[config.mk]
export PLATFORM = sky130hd
export DESIGN_NAME = button_debounce_long_press_unit
export DESIGN_NICKNAME = d
export VERILOG_FILES = /design/src/sv/bdlp_pkg.sv /design/src/sv/button_debounce_long_press_unit.sv /design/src/sv/bdlp_lane.sv /design/src/sv/bdlp_merge.sv
export VERILOG_INCLUDE_DIRS = /design/src /design/src/sv
export SDC_FILE = /design/constraint.sdc
export NUM_CORES = 1
export LEC_CHECK = 0
export BUFFER_PORTS_ARGS = -buffer_cell sky130_fd_sc_hd__buf_2
export CORE_UTILIZATION = 50
export DETAILED_ROUTE_END_ITERATION = 16
export GPL_ROUTABILITY_DRIVEN = 0
export PLACE_DENSITY_LB_ADDON = 0.2
export SLEW_MARGIN = 20
export SYNTH_ARGS = -nofsm -noshare
export SYNTH_HDL_FRONTEND = slang
export SYNTH_SLANG_ARGS = --single-unit
[constraint.sdc]
create_clock -name clk_i -period 3.45 [get_ports clk_i]
set_input_delay 0.5175 -clock clk_i [delete_from_list [all_inputs] [get_ports clk_i]]
set_output_delay 0.5175 -clock clk_i [all_outputs]
set_load 0.01 [all_outputs]
[src/sv/assert_macros.svh]
// Assertion helpers shared by the RTL modules.
`ifndef ASSERT_MACROS_SVH
`define ASSERT_MACROS_SVH

`ifndef SYNTHESIS

// Property that must hold at every clock edge outside reset.
`define BDLP_ASSERT(label, clk, rst_n, prop) \
  label: assert property (@(posedge clk) disable iff (!rst_n) (prop)) \
    else $error("assertion failed");

// Condition that must never be true outside reset.
`define BDLP_ASSERT_NEVER(label, clk, rst_n, cond) \
  label: assert property (@(posedge clk) disable iff (!rst_n) !(cond)) \
    else $error("forbidden condition seen");

`else

`define BDLP_ASSERT(label, clk, rst_n, prop)
`define BDLP_ASSERT_NEVER(label, clk, rst_n, cond)

`endif

`endif

[src/sv/bdlp_pkg.sv]
package bdlp_pkg;

  // Field and register widths.
  localparam int unsigned DEB_W      = 8;
  localparam int unsigned HOLD_W     = 16;
  localparam int unsigned ACT_W      = 3;
  localparam int unsigned CFG_IDX_W  = 3;
  localparam int unsigned CFG_DATA_W = 16;
  localparam int unsigned NUM_THRESH = 4;

  // Register reset values.
  localparam logic [DEB_W-1:0] DEBOUNCE_RST = 8'd50;
  localparam logic [ACT_W-1:0] ACTIVE_RST   = 3'd4;

  // Event codes on the result channel.
  typedef enum logic [1:0] {
    EV_SHORT      = 2'd0,
    EV_LONG_START = 2'd1,
    EV_LONG_END   = 2'd2
  } ev_code_e;

  // Configuration register indexes.
  typedef enum logic [CFG_IDX_W-1:0] {
    REG_DEBOUNCE_MS  = 3'd0,
    REG_ACTIVE       = 3'd1,
    REG_LONG_PRESS_0 = 3'd2,
    REG_LONG_PRESS_1 = 3'd3,
    REG_LONG_PRESS_2 = 3'd4,
    REG_LONG_PRESS_3 = 3'd5
  } cfg_reg_e;

  // What one lane reports for the current tick.
  typedef struct packed {
    logic     valid;
    ev_code_e code;
  } lane_ev_t;

endpackage

[src/sv/button_debounce_long_press_unit.sv]
// Button debouncer with long-press detection.
// Input channel: one word per millisecond tick on pin_levels_i, one active-low
// level per button, handshaked with in_valid_i / in_stall_o. Every button has a
// lane of its own that debounces its level and times the long press.
// Result channel: one word per event on button_index_o, event_code_o and last_o,
// handshaked with out_valid_o / out_stall_i. Events of one tick come out in
// ascending button order; last_o marks the final event of the tick. A tick
// without events gives no word.
// A taken tick's events are registered as pending, then move one at a time into
// the output register of the single result port; the next tick is taken in the
// cycle in which the last event of the previous one enters the output register,
// and a tick without events does not hold back the next one.
// When the receiver stalls, the output word holds and pending events wait,
// and in_stall_o rises once any event is still waiting.
// Reset: every button released and idle, debounce 50 ticks, four buttons in
// use, long-press thresholds zero. The user must write registers through cfg_we_i,
// cfg_idx_i and cfg_wdata_i only while no events are outstanding; the block does not enforce this.
module button_debounce_long_press_unit #(
  parameter int unsigned LANE_COUNT = 4
) (
  input  logic                                 clk_i,
  input  logic                                 rst_ni,
  input  logic                                 cfg_we_i,
  input  logic [bdlp_pkg::CFG_IDX_W-1:0]        cfg_idx_i,
  input  logic [bdlp_pkg::CFG_DATA_W-1:0]       cfg_wdata_i,
  input  logic                                 in_valid_i,
  output logic                                 in_stall_o,
  input  logic [LANE_COUNT-1:0]                pin_levels_i,
  output logic                                 out_valid_o,
  input  logic                                 out_stall_i,
  output logic [((LANE_COUNT > 1) ? $clog2(LANE_COUNT) : 1)-1:0] button_index_o,
  output logic [1:0]                           event_code_o,
  output logic                                 last_o
);

  localparam int unsigned IdxW = (LANE_COUNT > 1) ? $clog2(LANE_COUNT) : 1;

  logic [bdlp_pkg::DEB_W-1:0]  debounce_ms_q;
  logic [bdlp_pkg::ACT_W-1:0]  active_q;
  logic [bdlp_pkg::HOLD_W-1:0] long_press_q [bdlp_pkg::NUM_THRESH];

  logic                       busy;
  logic                       accept;
  logic [LANE_COUNT-1:0]      lane_en;
  bdlp_pkg::lane_ev_t         lane_ev [LANE_COUNT];

  // Configuration registers.
  always_ff @(posedge clk_i or negedge rst_ni) begin
    if (!rst_ni) begin
      debounce_ms_q <= bdlp_pkg::DEBOUNCE_RST;
      active_q      <= bdlp_pkg::ACTIVE_RST;
      for (int k = 0; k < bdlp_pkg::NUM_THRESH; k++) begin
        long_press_q[k] <= '0;
      end
    end else if (cfg_we_i) begin
      unique case (bdlp_pkg::cfg_reg_e'(cfg_idx_i))
        bdlp_pkg::REG_DEBOUNCE_MS:  debounce_ms_q   <= cfg_wdata_i[bdlp_pkg::DEB_W-1:0];
        bdlp_pkg::REG_ACTIVE:       active_q        <= cfg_wdata_i[bdlp_pkg::ACT_W-1:0];
        bdlp_pkg::REG_LONG_PRESS_0: long_press_q[0] <= cfg_wdata_i;
        bdlp_pkg::REG_LONG_PRESS_1: long_press_q[1] <= cfg_wdata_i;
        bdlp_pkg::REG_LONG_PRESS_2: long_press_q[2] <= cfg_wdata_i;
        bdlp_pkg::REG_LONG_PRESS_3: long_press_q[3] <= cfg_wdata_i;
        default: ;
      endcase
    end
  end

  // A tick is taken once the previous tick's events have all left the queue.
  assign accept     = in_valid_i && !busy;
  assign in_stall_o = busy;

  // One lane per button; lanes at or above the active count stay frozen.
  for (genvar g = 0; g < LANE_COUNT; g++) begin : g_lane
    logic [bdlp_pkg::HOLD_W-1:0] thr;

    if (g < bdlp_pkg::NUM_THRESH) begin : g_thr
      assign thr = long_press_q[g];
    end else begin : g_no_thr
      assign thr = '0;
    end

    assign lane_en[g] = accept && ({1'b0, active_q} > 4'(g));

    bdlp_lane u_lane (
      .clk_i         (clk_i),
      .rst_ni        (rst_ni),
      .en_i          (lane_en[g]),
      .level_i       (pin_levels_i[g]),
      .debounce_ms_i (debounce_ms_q),
      .threshold_i   (thr),
      .ev_o          (lane_ev[g])
    );
  end

  // Serialize the lane events onto the result channel.
  bdlp_merge #(
    .LANE_COUNT (LANE_COUNT),
    .IDX_W      (IdxW)
  ) u_merge (
    .clk_i          (clk_i),
    .rst_ni         (rst_ni),
    .accept_i       (accept),
    .lane_ev_i      (lane_ev),
    .busy_o         (busy),
    .out_valid_o    (out_valid_o),
    .out_stall_i    (out_stall_i),
    .button_index_o (button_index_o),
    .event_code_o   (event_code_o),
    .last_o         (last_o)
  );

endmodule

[src/sv/bdlp_lane.sv]
`include "assert_macros.svh"

module bdlp_lane (
  input  logic                       clk_i,
  input  logic                       rst_ni,
  input  logic                       en_i,
  input  logic                       level_i,
  input  logic [bdlp_pkg::DEB_W-1:0]  debounce_ms_i,
  input  logic [bdlp_pkg::HOLD_W-1:0] threshold_i,
  output bdlp_pkg::lane_ev_t         ev_o
);

  logic                       prev_q, prev_d;
  logic [bdlp_pkg::DEB_W-1:0]  deb_cnt_q, deb_cnt_d;
  logic                       deb_run_q, deb_run_d;
  logic                       pressed_q, pressed_d;
  logic [bdlp_pkg::HOLD_W-1:0] hold_cnt_q, hold_cnt_d;
  logic                       hold_run_q, hold_run_d;

  logic                       change;
  logic [bdlp_pkg::DEB_W-1:0]  deb_dec;
  logic                       deb_done;
  logic                       take_press;
  logic                       take_release;
  logic [bdlp_pkg::HOLD_W-1:0] hold_dec;
  logic                       hold_tick;
  bdlp_pkg::lane_ev_t         ev;

  // Decode what this tick does to the lane.
  assign change       = (level_i != prev_q);
  assign deb_dec      = deb_cnt_q - bdlp_pkg::DEB_W'(1);
  assign deb_done     = !change && deb_run_q && (deb_dec == '0);
  assign take_press   = deb_done && !level_i && !pressed_q;
  assign take_release = deb_done && level_i && pressed_q;
  assign hold_dec     = hold_cnt_q - bdlp_pkg::HOLD_W'(1);
  // A release that stops the countdown comes first and skips the hold check.
  assign hold_tick    = hold_run_q && !take_release;

  // Next state and event: debounce check first, then the long-press check.
  always_comb begin
    prev_d     = level_i;
    deb_cnt_d  = deb_cnt_q;
    deb_run_d  = deb_run_q;
    pressed_d  = pressed_q;
    hold_cnt_d = hold_cnt_q;
    hold_run_d = hold_run_q;
    ev.valid   = 1'b0;
    ev.code    = bdlp_pkg::EV_SHORT;

    if (change) begin
      deb_cnt_d = (debounce_ms_i == '0) ? bdlp_pkg::DEB_W'(1) : debounce_ms_i;
      deb_run_d = 1'b1;
    end else if (deb_run_q) begin
      deb_cnt_d = deb_dec;
      if (deb_dec == '0) begin
        deb_run_d = 1'b0;
      end
    end

    if (take_press) begin
      pressed_d = 1'b1;
      if (threshold_i != '0) begin
        hold_cnt_d = threshold_i;
        hold_run_d = 1'b1;
      end
    end

    if (take_release) begin
      pressed_d = 1'b0;
      ev.valid  = 1'b1;
      if (hold_run_q) begin
        hold_run_d = 1'b0;
        ev.code    = bdlp_pkg::EV_SHORT;
      end else begin
        ev.code    = bdlp_pkg::EV_LONG_END;
      end
    end

    if (hold_tick) begin
      hold_cnt_d = hold_dec;
      if (hold_dec == '0) begin
        hold_run_d = 1'b0;
        if (!level_i) begin
          ev.valid = 1'b1;
          ev.code  = bdlp_pkg::EV_LONG_START;
        end
      end
    end
  end

  // Only an enabled lane reports.
  always_comb begin
    ev_o       = ev;
    ev_o.valid = ev.valid && en_i;
  end

  // Lane state advances once per accepted tick.
  always_ff @(posedge clk_i or negedge rst_ni) begin
    if (!rst_ni) begin
      prev_q     <= 1'b1;
      deb_cnt_q  <= '0;
      deb_run_q  <= 1'b0;
      pressed_q  <= 1'b0;
      hold_cnt_q <= '0;
      hold_run_q <= 1'b0;
    end else if (en_i) begin
      prev_q     <= prev_d;
      deb_cnt_q  <= deb_cnt_d;
      deb_run_q  <= deb_run_d;
      pressed_q  <= pressed_d;
      hold_cnt_q <= hold_cnt_d;
      hold_run_q <= hold_run_d;
    end
  end

  `BDLP_ASSERT(a_hold_only_when_pressed, clk_i, rst_ni, hold_run_q |-> pressed_q)
  `BDLP_ASSERT_NEVER(a_deb_cnt_live, clk_i, rst_ni, deb_run_q && (deb_cnt_q == '0))
  `BDLP_ASSERT(a_idle_lane_frozen, clk_i, rst_ni,
               !en_i |=> $stable(pressed_q) && $stable(hold_cnt_q) && $stable(deb_cnt_q))

endmodule

[src/sv/bdlp_merge.sv]
`include "assert_macros.svh"

module bdlp_merge #(
  parameter int unsigned LANE_COUNT = 4,
  parameter int unsigned IDX_W      = 2
) (
  input  logic                     clk_i,
  input  logic                     rst_ni,
  input  logic                     accept_i,
  input  bdlp_pkg::lane_ev_t       lane_ev_i [LANE_COUNT],
  output logic                     busy_o,
  output logic                     out_valid_o,
  input  logic                     out_stall_i,
  output logic [IDX_W-1:0]         button_index_o,
  output logic [1:0]               event_code_o,
  output logic                     last_o
);

  logic [LANE_COUNT-1:0] pend_q, pend_d;
  bdlp_pkg::ev_code_e    code_q [LANE_COUNT];
  logic [LANE_COUNT-1:0] ev_mask;
  logic [LANE_COUNT-1:0] sel_oh;
  logic [IDX_W-1:0]      sel_idx;
  logic [LANE_COUNT-1:0] rest;
  logic [LANE_COUNT-1:0] pend_after;
  logic                  load;

  logic                  out_valid_q, out_valid_d;
  logic [IDX_W-1:0]      out_idx_q;
  bdlp_pkg::ev_code_e    out_code_q;
  logic                  out_last_q;

  // Gather the lanes that reported this tick.
  always_comb begin
    for (int i = 0; i < LANE_COUNT; i++) begin
      ev_mask[i] = lane_ev_i[i].valid;
    end
  end

  // Pick the lowest pending lane.
  always_comb begin
    sel_idx = '0;
    sel_oh  = '0;
    for (int i = LANE_COUNT - 1; i >= 0; i--) begin
      if (pend_q[i]) begin
        sel_idx    = IDX_W'(i);
        sel_oh     = '0;
        sel_oh[i]  = 1'b1;
      end
    end
  end

  // A pending word moves into the output register when that register frees up.
  assign rest       = pend_q & ~sel_oh;
  assign load       = (|pend_q) && (!out_valid_q || !out_stall_i);
  assign pend_after = load ? rest : pend_q;
  assign busy_o     = |pend_after;
  assign pend_d     = accept_i ? ev_mask : pend_after;

  always_comb begin
    out_valid_d = out_valid_q;
    if (load) begin
      out_valid_d = 1'b1;
    end else if (!out_stall_i) begin
      out_valid_d = 1'b0;
    end
  end

  // Control registers.
  always_ff @(posedge clk_i or negedge rst_ni) begin
    if (!rst_ni) begin
      pend_q      <= '0;
      out_valid_q <= 1'b0;
    end else begin
      pend_q      <= pend_d;
      out_valid_q <= out_valid_d;
    end
  end

  // Event codes of the accepted tick.
  always_ff @(posedge clk_i) begin
    if (accept_i) begin
      for (int i = 0; i < LANE_COUNT; i++) begin
        code_q[i] <= lane_ev_i[i].code;
      end
    end
  end

  // Output word.
  always_ff @(posedge clk_i) begin
    if (load) begin
      out_idx_q  <= sel_idx;
      out_code_q <= code_q[sel_idx];
      out_last_q <= ~|rest;
    end
  end

  assign out_valid_o    = out_valid_q;
  assign button_index_o = out_idx_q;
  assign event_code_o   = out_code_q;
  assign last_o         = out_last_q;

  `BDLP_ASSERT_NEVER(a_accept_drained, clk_i, rst_ni, accept_i && (|pend_after))
  `BDLP_ASSERT(a_events_queued, clk_i, rst_ni, accept_i && (|ev_mask) |=> (|pend_q))
  `BDLP_ASSERT(a_more_after_non_last, clk_i, rst_ni, load && (|rest) |=> (|pend_q))

endmodule

==> results of run 1 <==
## cell type report
class / count / area (µm²) / share of cell area, %
antenna: 1 / 2.50 / 0.0191
clock buffer: 32 / 649 / 4.96
clock inverter: 9 / 135 / 1.03
inverter: 44 / 165 / 1.26
multi-input combinational: 922 / 6170 / 47.1
sequential: 205 / 5200 / 39.7
tap: 313 / 392 / 2.99
timing repair buffer: 59 / 379 / 2.89
## what timing repair did
item / 4_1_cts / 5_1_grt
gates resized for setup: 0 / 1
endpoints found under the hold margin: 0 / 0
setup buffers: 0 / 0
endpoints found under the setup margin: 0 / 2
## how the worst max path moves through the flow
stage	from	end	slack (ps)
2_1_floorplan	g_lane[3].u_lane.deb_cnt_q[0]$_DFFE_PN0P_	g_lane[3].u_lane.hold_cnt_q[2]$_DFFE_PN0P_	700
3_3_place_gp	g_lane[3].u_lane.deb_cnt_q[0]$_DFFE_PN0P_	g_lane[3].u_lane.hold_cnt_q[11]$_DFFE_PN0P_	370
3_5_place_dp	g_lane[3].u_lane.deb_cnt_q[1]$_DFFE_PN0P_	g_lane[3].u_lane.hold_cnt_q[1]$_DFFE_PN0P_	290
4_1_cts	g_lane[3].u_lane.deb_cnt_q[1]$_DFFE_PN0P_	g_lane[3].u_lane.hold_cnt_q[1]$_DFFE_PN0P_	280
5_1_grt	g_lane[2].u_lane.hold_cnt_q[0]$_DFFE_PN0P_	u_merge.pend_q[2]$_DFF_PN0_	100
6_report	g_lane[3].u_lane.deb_cnt_q[1]$_DFFE_PN0P_	g_lane[3].u_lane.hold_cnt_q[6]$_DFFE_PN0P_	260
## registers in the layout (all words and copies together) (netlist names), 3 cells and up
signal                    flops
g_lane.u_lane.hold_cnt_q     64
g_lane.u_lane.deb_cnt_q      32
g_lane.u_lane.pressed_q       4
g_lane.u_lane.hold_run_q      4
g_lane.u_lane.deb_run_q       4
g_lane.thr                   64
active_q                      3
debounce_ms_q                 8
u_merge.code_q                8
g_lane.u_lane.prev_q          4
u_merge.pend_q                4
## worst max-delay path: stages (launching register included)
cell and delay [ps]:
dfrtp_1 390, inv_1 110, ha_1 220, or3b_4 420
o31a_1 280, or4_1 800, nand2_8 270, buf_4 240
mux2i_1 230, o2bb2ai_1 100
## through the flow
step | area [µm²] | hold slack (ps)
floorplan | 11800 | 222
global placement | 12300 | 494
detailed placement | 12300 | 501
CTS | 13100 | 59.7
global route | 13100 | 93.3
finish | 13100 | 29.4
## cells by family (layout without fill, tap and decap cells)
kind of cell / count (synthesis) / in the layout
AND/OR/NAND/NOR: 453 / 453
AO/OA/AOI/OAI: 343 / 343
flip-flops: 205 / 205
buffers and inverters: 112 / 144
multiplexers: 91 / 91
XOR/XNOR: 18 / 18
adder cells (fa/ha/maj): 17 / 17
other: 0 / 1
## cell usage in the layout (no fill, tap or decap), drive strengths merged, types with 11 or more instances in the layout
cell / Yosys / routed
edfxtp: 13 / 13
mux2: 75 / 75
or3: 15 / 15
a21oi: 78 / 78
nand4: 21 / 21
mux2i: 14 / 14
dfrtp: 184 / 184
nor3: 65 / 65
nor2: 110 / 110
o211ai: 11 / 11
o2bb2ai: 18 / 18
buf: 13 / 58
ha: 16 / 16
a211oi: 14 / 14
and3: 16 / 16
a22oi: 11 / 11
o21ai: 95 / 95
nor4b: 11 / 11
clkbuf: 55 / 33
nor3b: 12 / 12
nand2: 65 / 65
nor4: 44 / 44
or4: 11 / 11
inv: 44 / 45
nand3: 33 / 33
## power by group through the flow
stage / sequential [µW] / combinational [µW] / clock (µW)
floorplan: 3690 / 2460 / 0
global placement: 4120 / 2860 / 0
detailed placement: 4130 / 2940 / 0
CTS: 4100 / 2950 / 2600
global route: 4240 / 3360 / 2680
finish: 4130 / 2980 / 2550
## per-layer routing
layer	track usage [%]	up-vias
li1	-	4731
met1	39.2	4966
met2	41.8	320
met3	4.03	55
met4	7.75	0
met5	0	-
==> summary.txt, run 1 <==
Route
  • DR WL/cell: 20.1 µm
  • Drt first pass iters: 7
  • Vias per inst: 6.35
  • Drt total wl: 31.8 mm
  • Via count: 10.1k
  • Initial DRC count: 860
  • WL met2: 14.5 mm
  • DRC: 0
  • Max layer used: met4
  • Routed wl met3: 1.92 mm
  • Post-DRT Antenna Nets: 0
  • M1 WL: 14.7 mm

Clock tree
  • H-tree depth: 1
  • CTS buffer count: 23
  • CTS Hold Bufs: 0
  • Root buf cell: clkbuf_16
  • Clock Sinks: 205
  • CTS max path bufs: 3
  • Clock latency on the worst-skew pair: 530 ps
  • CTS tree: done
  • Worst-path clk slew: 60 ps

Power and ir drop
  • Clk pwr share: 26.4%
  • Sw Pwr: 3700 µW
  • Peak VDD IR: 0.512 mV
  • P_leak: 0.00543 µW
  • Sequential share of power: 42.7%
  • Power per cell area: 738 nW/µm²
  • Internal Pwr Total: 5970 µW
  • Tot Pwr: 9670 µW
  • Net Sw Frac: 38.2%
  • Combinational power share: 30.8%

Worst setup path
  • Reg2Reg Depth: 9
  • Reg2reg setup slack: 260 ps
  • Critical R2R Launch: g_lane[3].u_lane.deb_cnt_q[1]$_DFFE_PN0P_
  • Required time worst endpoint: 3850 ps
  • Crit end category: register
  • Max Fanout on Critical Path: 17
  • Setup Crit Path Kind: register to register
  • Critical path startpoint category: register
  • R2r endpoint: g_lane[3].u_lane.hold_cnt_q[6]$_DFFE_PN0P_
  • WP data arrival: 3590 ps

Floorplan
  • Initial Util: 51.6%
  • Die X: 156 µm
  • Num ports: 35
  • Num rows: 55
  • Die Y: 156 µm
  • Core area: 22,900 µm²
  • Die area: 24,300 µm²

Placed design
  • Cells after DPL: 1,543
  • I/O Buffers: 34
  • Pre-CTS setup slack: 293 ps
  • Hpwl dp: 22.2 mm

Final layout
  • Layout Utilization: 57.2%
  • Share of layout cells above drive strength 1: 16.9%
  • # fillers: 1,993
  • Layout Nets: 1,299
  • Finished Layout Cells: 1,585
  • Layout area overhead: 10.8%

Synth
  • Syn_nets: 1,283
  • Largest family of logic cells by synthesized area: simple AND/OR/NAND/NOR gates
  • Mapped Cells: 1,239
  • Synth cell types: 85
  • Post-synthesis mux area share: 8.71%
  • Leading area contributor after synthesis: dfrtp_1
  • Synth Register Bits: 205
  • Sequential area share after synthesis: 44.0%
  • Adder-cell area share of the yosys netlist: 1.78%
  • Post-Synth XOR/XNOR Area: 1.33%
  • Synth Area in Simple Gates: 20.8%
  • Leading post-synthesis cells by cell area: dfrtp_1, mux2_2, o21ai_0
  • Syn Area/Cell: 9.54 µm²
  • Syn. warnings: 0
  • Share of synthesized registers carrying an async set or reset: 93.7%
  • Syn Std Cell Area: 11,800 µm²
  • Post-synth top cells: dfrtp_1, nor2_1, o21ai_0
  • Post-synth EDFFs: 13
  • Post-synthesis compound-gate area fraction: 19.4%
  • Primary FF master, synth: dfrtp_1
  • Yosys top cell area share: 39.0%
  • Most numerous cell in the Yosys netlist: dfrtp_1

STA
  • RSZ-0062 raised after global routing: false
  • Final Cycle Share: 92.4%
  • Final hold viol count: 0
  • Worst setup margin: 263 ps
  • Final worst path period need: 3190 ps
  • Fmax: 0.314 GHz
  • Rel. slew slack: 32.6%
  • Max-slew violations: 0
  • Slew @ Worst Pin: 1010 ps
  • Clock skew: 12.6 ps
  • Final setup fails: 0
  • Setup TNS: 0 ps

Global route
  • GRT Residual Overflow: 0
  • Global-route wire length before repair: 51.5 mm
  • Initial antenna violation count: 1
  • Vias in the first global route: 9,460
  • Pin count of the biggest net entering global routing: 84
  • Global-route usage over all layers: 27.0%

Status
  • Status: completed

Run
  • Max Cap Violations: 0

Worst hold path
  • Hold WC Path Type: input pin to async pin
(Power assumes the default switching activity.)
==> inputs of run 2 (changes only) <==
==> constraint.sdc (replaced) <==
create_clock -name clk_i -period 2.7 [get_ports clk_i]
set_input_delay 0.405 -clock clk_i [delete_from_list [all_inputs] [get_ports clk_i]]
set_output_delay 0.405 -clock clk_i [all_outputs]
set_load 0.01 [all_outputs]
==> run 2 against run 1 <==
  * The run now ends with setup timing left
  * Clock skew increased by 5.5 ps
  * Maximum frequency grew 17%
  * First-iteration DRC count shrank 17%
  * Final area is 5.5% higher
  * Power rose by 32%
  * Global-route usage is 0.79 points higher
  * Non-clock buffer count is 71 higher
  * Sequential power is 25% higher
  * Core utilization rose by 3.1 points
  * Routed wire length rose by 4.3%
==> summary.txt, run 2 (synthesis results as in run 1) <==
Worst setup path
  • Critical R2R Launch: g_lane[3].u_lane.deb_cnt_q[0]$_DFFE_PN0P_
  • Reg2reg setup slack: -30 ps
  • Setup Crit Path Kind: register to register
  • Crit end category: register
  • Max Fanout on Critical Path: 6
  • WP data arrival: 3150 ps
  • Crit. Startpoint: g_lane[3].u_lane.deb_cnt_q[0]$_DFFE_PN0P_
  • Required time worst endpoint: 3120 ps
  • Crit-path slowest cell: or4b_4
  • Max incr delay on CP: 570 ps
  • Critical path startpoint category: register
  • CP Cell Sequence: inv_1 -> ha_4 -> or3b_4 -> o31a_1 -> or4b_4 -> o2bb2ai_4 -> clkbuf_16 -> o211ai_1 -> o2bb2ai_1

Route
  • Drt total wl: 33.2 mm
  • DR WL/cell: 20.1 µm
  • Vias per inst: 6.23
  • Initial DRC count: 718
  • Via count: 10.3k
  • DRC: 0
  • Post-DRT Antenna Nets: 0
  • Drt first pass iters: 5

Floorplan
  • Num ports: 35
  • Die Y: 156 µm
  • Die area: 24,300 µm²
  • Initial Util: 51.6%
  • Num rows: 55
  • Core area: 22,900 µm²
  • Die X: 156 µm

Placed design
  • I/O Buffers: 34
  • Hpwl dp: 23.1 mm
  • Cell Area, Placed: 12,900 µm²
  • Cells after DPL: 1,608

Global route
  • Initial antenna violation count: 0
  • GRT Residual Overflow: 0
  • Pin count of the biggest net entering global routing: 81
  • Vias in the first global route: 9,796
  • Global-route usage over all layers: 27.8%
  • Global-route wire length before repair: 53.2 mm

Clock tree
  • Root buf cell: clkbuf_16
  • Clock Sinks: 205
  • CTS buffer count: 23
  • CTS max path bufs: 3
  • H-tree depth: 1
  • Worst-path clk slew: 70 ps
  • Clock latency on the worst-skew pair: 530 ps
  • CTS tree: done

Run
  • Max Cap Violations: 0

Final layout
  • N_diodes: 0
  • Share of layout cells above drive strength 1: 22.3%
  • Layout Nets: 1,370
  • Layout Utilization: 60.3%
  • # fillers: 1,956
  • Finished Layout Cells: 1,656
  • Commonest cells after routing, fill and taps aside: dfrtp_1, nor2_1, o21ai_0, buf_4, a21oi_1
  • Fin area: 13,800 µm²
  • Most common cell after layout, fill and taps aside: dfrtp_1
  • Layout area overhead: 16.9%

Power and ir drop
  • Internal Pwr Total: 7850 µW
  • Net Sw Frac: 38.5%
  • Peak VDD IR: 0.543 mV
  • Tot Pwr: 12,800 µW
  • Combinational power share: 34.9%
  • P_leak: 0.00582 µW
  • Sequential share of power: 40.6%
  • Clk pwr share: 24.5%
  • Power per cell area: 923 nW/µm²
  • Sw Pwr: 4910 µW

STA
  • Rel. slew slack: 41.2%
  • RSZ-0062 raised after global routing: true
  • Final Cycle Share: 101%
  • Worst setup margin: -28.2 ps
  • Final worst path period need: 2730 ps
  • Fmax: 0.367 GHz
  • Clock skew: 18.1 ps
  • Slew @ Worst Pin: 870 ps
  • Final hold viol count: 0
  • Max-slew violations: 0
  • Final setup fails: 5

Worst hold path
  • Hold WC Path Type: input pin to register
  • HP Start: pin_levels_i[2]

Status
  • Violated checks: setup timing
  • Status: finished, violations left
-- run 2: changes by cell type in the layout (fill, tap and decap cells not counted), sizes merged --
| cell | change |
|---|---|
| buf | +68 |
| clkbuf | +2 |
| clkinv | +2 |
| bufinv | -1 |
| diode | -1 |
| dlygate4sd3 | +1 |
-- run 2: path summary, 6_finish.rpt --
path / depth (start not counted) / to
max: 9 / g_lane[3].u_lane.hold_cnt_q[9]$_DFFE_PN0P_
min: 3 / g_lane[2].u_lane.prev_q$_DFFE_PN1P_
max reg2reg: 9 / g_lane[3].u_lane.hold_cnt_q[9]$_DFFE_PN0P_
min reg2reg: 2 / g_lane[2].u_lane.prev_q$_DFFE_PN1P_
max in group asynchronous: 3 / g_lane[3].u_lane.prev_q$_DFFE_PN1P_
min in group asynchronous: 2 / g_lane[1].u_lane.deb_cnt_q[2]$_DFFE_PN0P_
-- run 2: per-layer routing --
layer / track usage, % / up-vias / wire length (µm)
met2: 43.1 / 328 / 15300
met3: 4.56 / 48 / 2120
met5: 0 / - / 0
met4: 7.14 / 0 / 676
met1: 40.3 / 5071 / 15200
li1: - / 4873 / -
-- run 2: per-stage QoR --
step                      worst slack [ps]  setup TNS (ps)  hold WS [ps]
after floorplan                       14.0               0           109
final                                -28.2           -52.5           136
after detailed placement              -188            -201           492
after global routing                  -113           -1170           165
after CTS                             8.81               0           129
after global placement               -3.90           -3.90           490
-- run 2: cell type report --
class	instances	area (µm²)	share of cell area, %
Timing Repair Buffer	130	1020	7.38
Sequential cell	205	5200	37.7
Multi-Input combinational cell	922	6290	45.5
Clock buffer	32	629	4.55
Clock inverter	10	115	0.833
Tap cell	313	392	2.83
Inverter	44	165	1.20
-- run 2: repair_timing --
item,in CTS,in global routing
endpoints found under the setup margin,15,35
setup buffers,1,2
hold buffers,1,0
gates resized for setup,3,24
pin swaps,1,6
hold endpoints to repair,73,0
cloned,0,2
-- run 2: worst max-delay path: cells and delay by family, from the launching register on --
kind | cells | cell delay (ps)
flip-flops | 1 | 380
adder cells (fa/ha/maj) | 1 | 130
AND/OR/NAND/NOR | 2 | 940
buffers and inverters | 2 | 300
AO/OA/AOI/OAI | 4 | 870
-- run 2: power groups by stage --
stage | sequential (µW) | clock [µW] | combinational, µW
2_1_floorplan | 4720 | 0 | 3150
3_3_place_gp | 5150 | 0 | 4110
3_5_place_dp | 5170 | 0 | 4220
4_1_cts | 5130 | 3180 | 4250
5_1_grt | 5320 | 3310 | 4970
6_report | 5180 | 3130 | 4450
==> inputs of run 3 (changes only) <==
--- a/config.mk
+++ b/config.mk
@@ -10,7 +10,7 @@
 export CORE_UTILIZATION = 50
 export DETAILED_ROUTE_END_ITERATION = 16
 export GPL_ROUTABILITY_DRIVEN = 0
-export PLACE_DENSITY_LB_ADDON = 0.2
+export PLACE_DENSITY = 0.69
 export SLEW_MARGIN = 20
 export SYNTH_ARGS = -nofsm -noshare
 export SYNTH_HDL_FRONTEND = slang
==> run 3 against run 2 <==
  * The run now ends clean
  * Clock skew is 2.6 ps lower
  * Clock power is 8.3% higher
  * Core utilization is 0.18 points higher
  * Die area stayed put
  * Sequential share of layout area is 0.10 points lower
  * Global-route usage hardly changed
  * Worst hold slack better by 12 ps
  * Setup slack better by 39 ps
==> summary.txt, run 3 (synthesis results as in run 1) <==
Status
  • Status: completed

Global route
  • Pin count of the biggest net entering global routing: 48
  • Global-route wire length before repair: 52.6 mm
  • GRT Residual Overflow: 0
  • Global-route usage over all layers: 27.7%
  • Initial antenna violation count: 0
  • Vias in the first global route: 9,667

Power and ir drop
  • Power per cell area: 935 nW/µm²
  • P_leak: 0.00583 µW
  • Peak VDD IR: 0.547 mV
  • Tot Pwr: 13,000 µW

Run
  • Max Cap Violations: 0

STA
  • Final Cycle Share: 99.6%
  • RSZ-0062 raised after global routing: true
  • Final setup fails: 0
  • Final hold viol count: 0
  • WHS: 148 ps
  • Rel. slew slack: 42.2%
  • Fmax: 0.372 GHz
  • Max-slew violations: 0
  • Slew @ Worst Pin: 862 ps
  • Final worst path period need: 2690 ps
  • Clock skew: 15.5 ps

Route
  • Vias per inst: 6.28
  • DR WL/cell: 20.1 µm
  • Drt total wl: 33.3 mm
  • Initial DRC count: 801
  • DRC: 0
  • Via count: 10.4k
  • Post-DRT Antenna Nets: 0
  • Drt first pass iters: 4

Final layout
  • Layout area overhead: 17.3%
  • Commonest cells after routing, fill and taps aside: dfrtp_1, nor2_1, o21ai_0, buf_4, a21oi_1
  • Share of layout cells above drive strength 1: 22.3%
  • Most common cell after layout, fill and taps aside: dfrtp_1
  • # fillers: 1,925
  • Layout Nets: 1,366
  • N_diodes: 0

Floorplan
  • Die area: 24,300 µm²
  • Num ports: 35
  • Initial Util: 51.6%
  • Die X: 156 µm
  • Num rows: 55
  • Core area: 22,900 µm²
  • Die Y: 156 µm

Worst setup path
  • Most used cell, CP: buf_4
  • Crit end category: register
  • CP Cell Sequence: inv_2 -> ha_4 -> or3b_4 -> o31a_1 -> buf_4 -> or4_4 -> buf_4 -> a21oi_1 -> a41oi_1 -> o22a_1
  • Setup Crit Path Kind: register to register
  • Max Fanout on Critical Path: 5
  • Critical path startpoint category: register
  • WP data arrival: 3100 ps
  • Required time worst endpoint: 3110 ps
  • Max incr delay on CP: 490 ps
  • Crit-path slowest cell: or4_4

Worst hold path
  • Hold WC Path Type: input pin to register

Placed design
  • I/O Buffers: 34
  • Hpwl dp: 23.0 mm

Clock tree
  • Clock Sinks: 205
  • CTS max path bufs: 3
  • H-tree depth: 1
  • Clock latency on the worst-skew pair: 530 ps
  • Worst-path clk slew: 60 ps
  • CTS tree: done
  • Root buf cell: clkbuf_16
  • CTS buffer count: 24
==> run 3: routing by layer <==
layer	global-route usage (%)	share of wire [%]	routed length [µm]
met5	0	0	0
met2	43.9	46	15400
met1	39.8	45	14900
met4	8.03	2.3	760
met3	3.75	6.8	2250
==> run 3: layout make-up <==
| type | instances | area (µm²) | area share [%] |
|---|---|---|---|
| clock inverters | 10 | 113 | 0.812 |
| well taps | 313 | 392 | 2.83 |
| flip-flops and latches | 205 | 5210 | 37.6 |
| multi-input cells | 922 | 6270 | 45.3 |
| repair buffers | 125 | 991 | 7.15 |
| clock buffers | 34 | 721 | 5.20 |
| inverters | 44 | 165 | 1.19 |
==> run 3: metrics by stage <==
step / cells / TNS (ps) / util (%) / instance area (µm²) / setup WS [ps]
final: 1653 / 0 / 60.5 / 13900 / 11.3
after global routing: 1653 / -627 / 60.5 / 13900 / -67.3
after CTS: 1646 / 0 / 59.7 / 13700 / 3.70
after detailed placement: 1600 / -57.6 / 55.9 / 12800 / -24.2
after global placement: 1600 / 0 / 55.9 / 12800 / 11.3
after floorplan: 1239 / 0 / - / 11800 / 14.0
==> run 3: power by group <==
group | internal (µW) | switching, µW
Combinational | 1980 | 2390
Sequential | 4000 | 1200
Clock | 2050 | 1340
Total | 8030 | 4930
==> run 3: worst paths after layout <==
check	depth (start not counted)	to	from	slack [ps]
setup / recovery	10	g_lane[3].u_lane.hold_cnt_q[5]$_DFFE_PN0P_	g_lane[3].u_lane.deb_cnt_q[1]$_DFFE_PN0P_	10
hold / removal	3	g_lane[2].u_lane.prev_q$_DFFE_PN1P_	pin_levels_i[2]	150
setup reg to reg	10	g_lane[3].u_lane.hold_cnt_q[5]$_DFFE_PN0P_	g_lane[3].u_lane.deb_cnt_q[1]$_DFFE_PN0P_	10
hold reg to reg	1	debounce_ms_q[0]$_DFFE_PN0P_	debounce_ms_q[0]$_DFFE_PN0P_	510
max in group asynchronous	3	g_lane[0].u_lane.prev_q$_DFFE_PN1P_	rst_ni	1590
min in group asynchronous	2	g_lane[1].u_lane.hold_cnt_q[15]$_DFFE_PN0P_	rst_ni	410
==> run 3: critical path, delay by kind of cell, from the launching register on <==
kind,cells,cell delay [ps]
AND/OR/NAND/NOR,2,870
AO/OA/AOI/OAI,4,770
adder cells (fa/ha/maj),1,130
flip-flops,1,390
buffers and inverters,3,410
==> run 3: repair_timing <==
action	4_1_cts	5_1_grt
hold buffers	1	0
resized for setup	2	22
buffers inserted	1	5
endpoints found under the setup margin	11	36
pin swaps	3	8
endpoints found under the hold margin	42	0
gates cloned	0	2
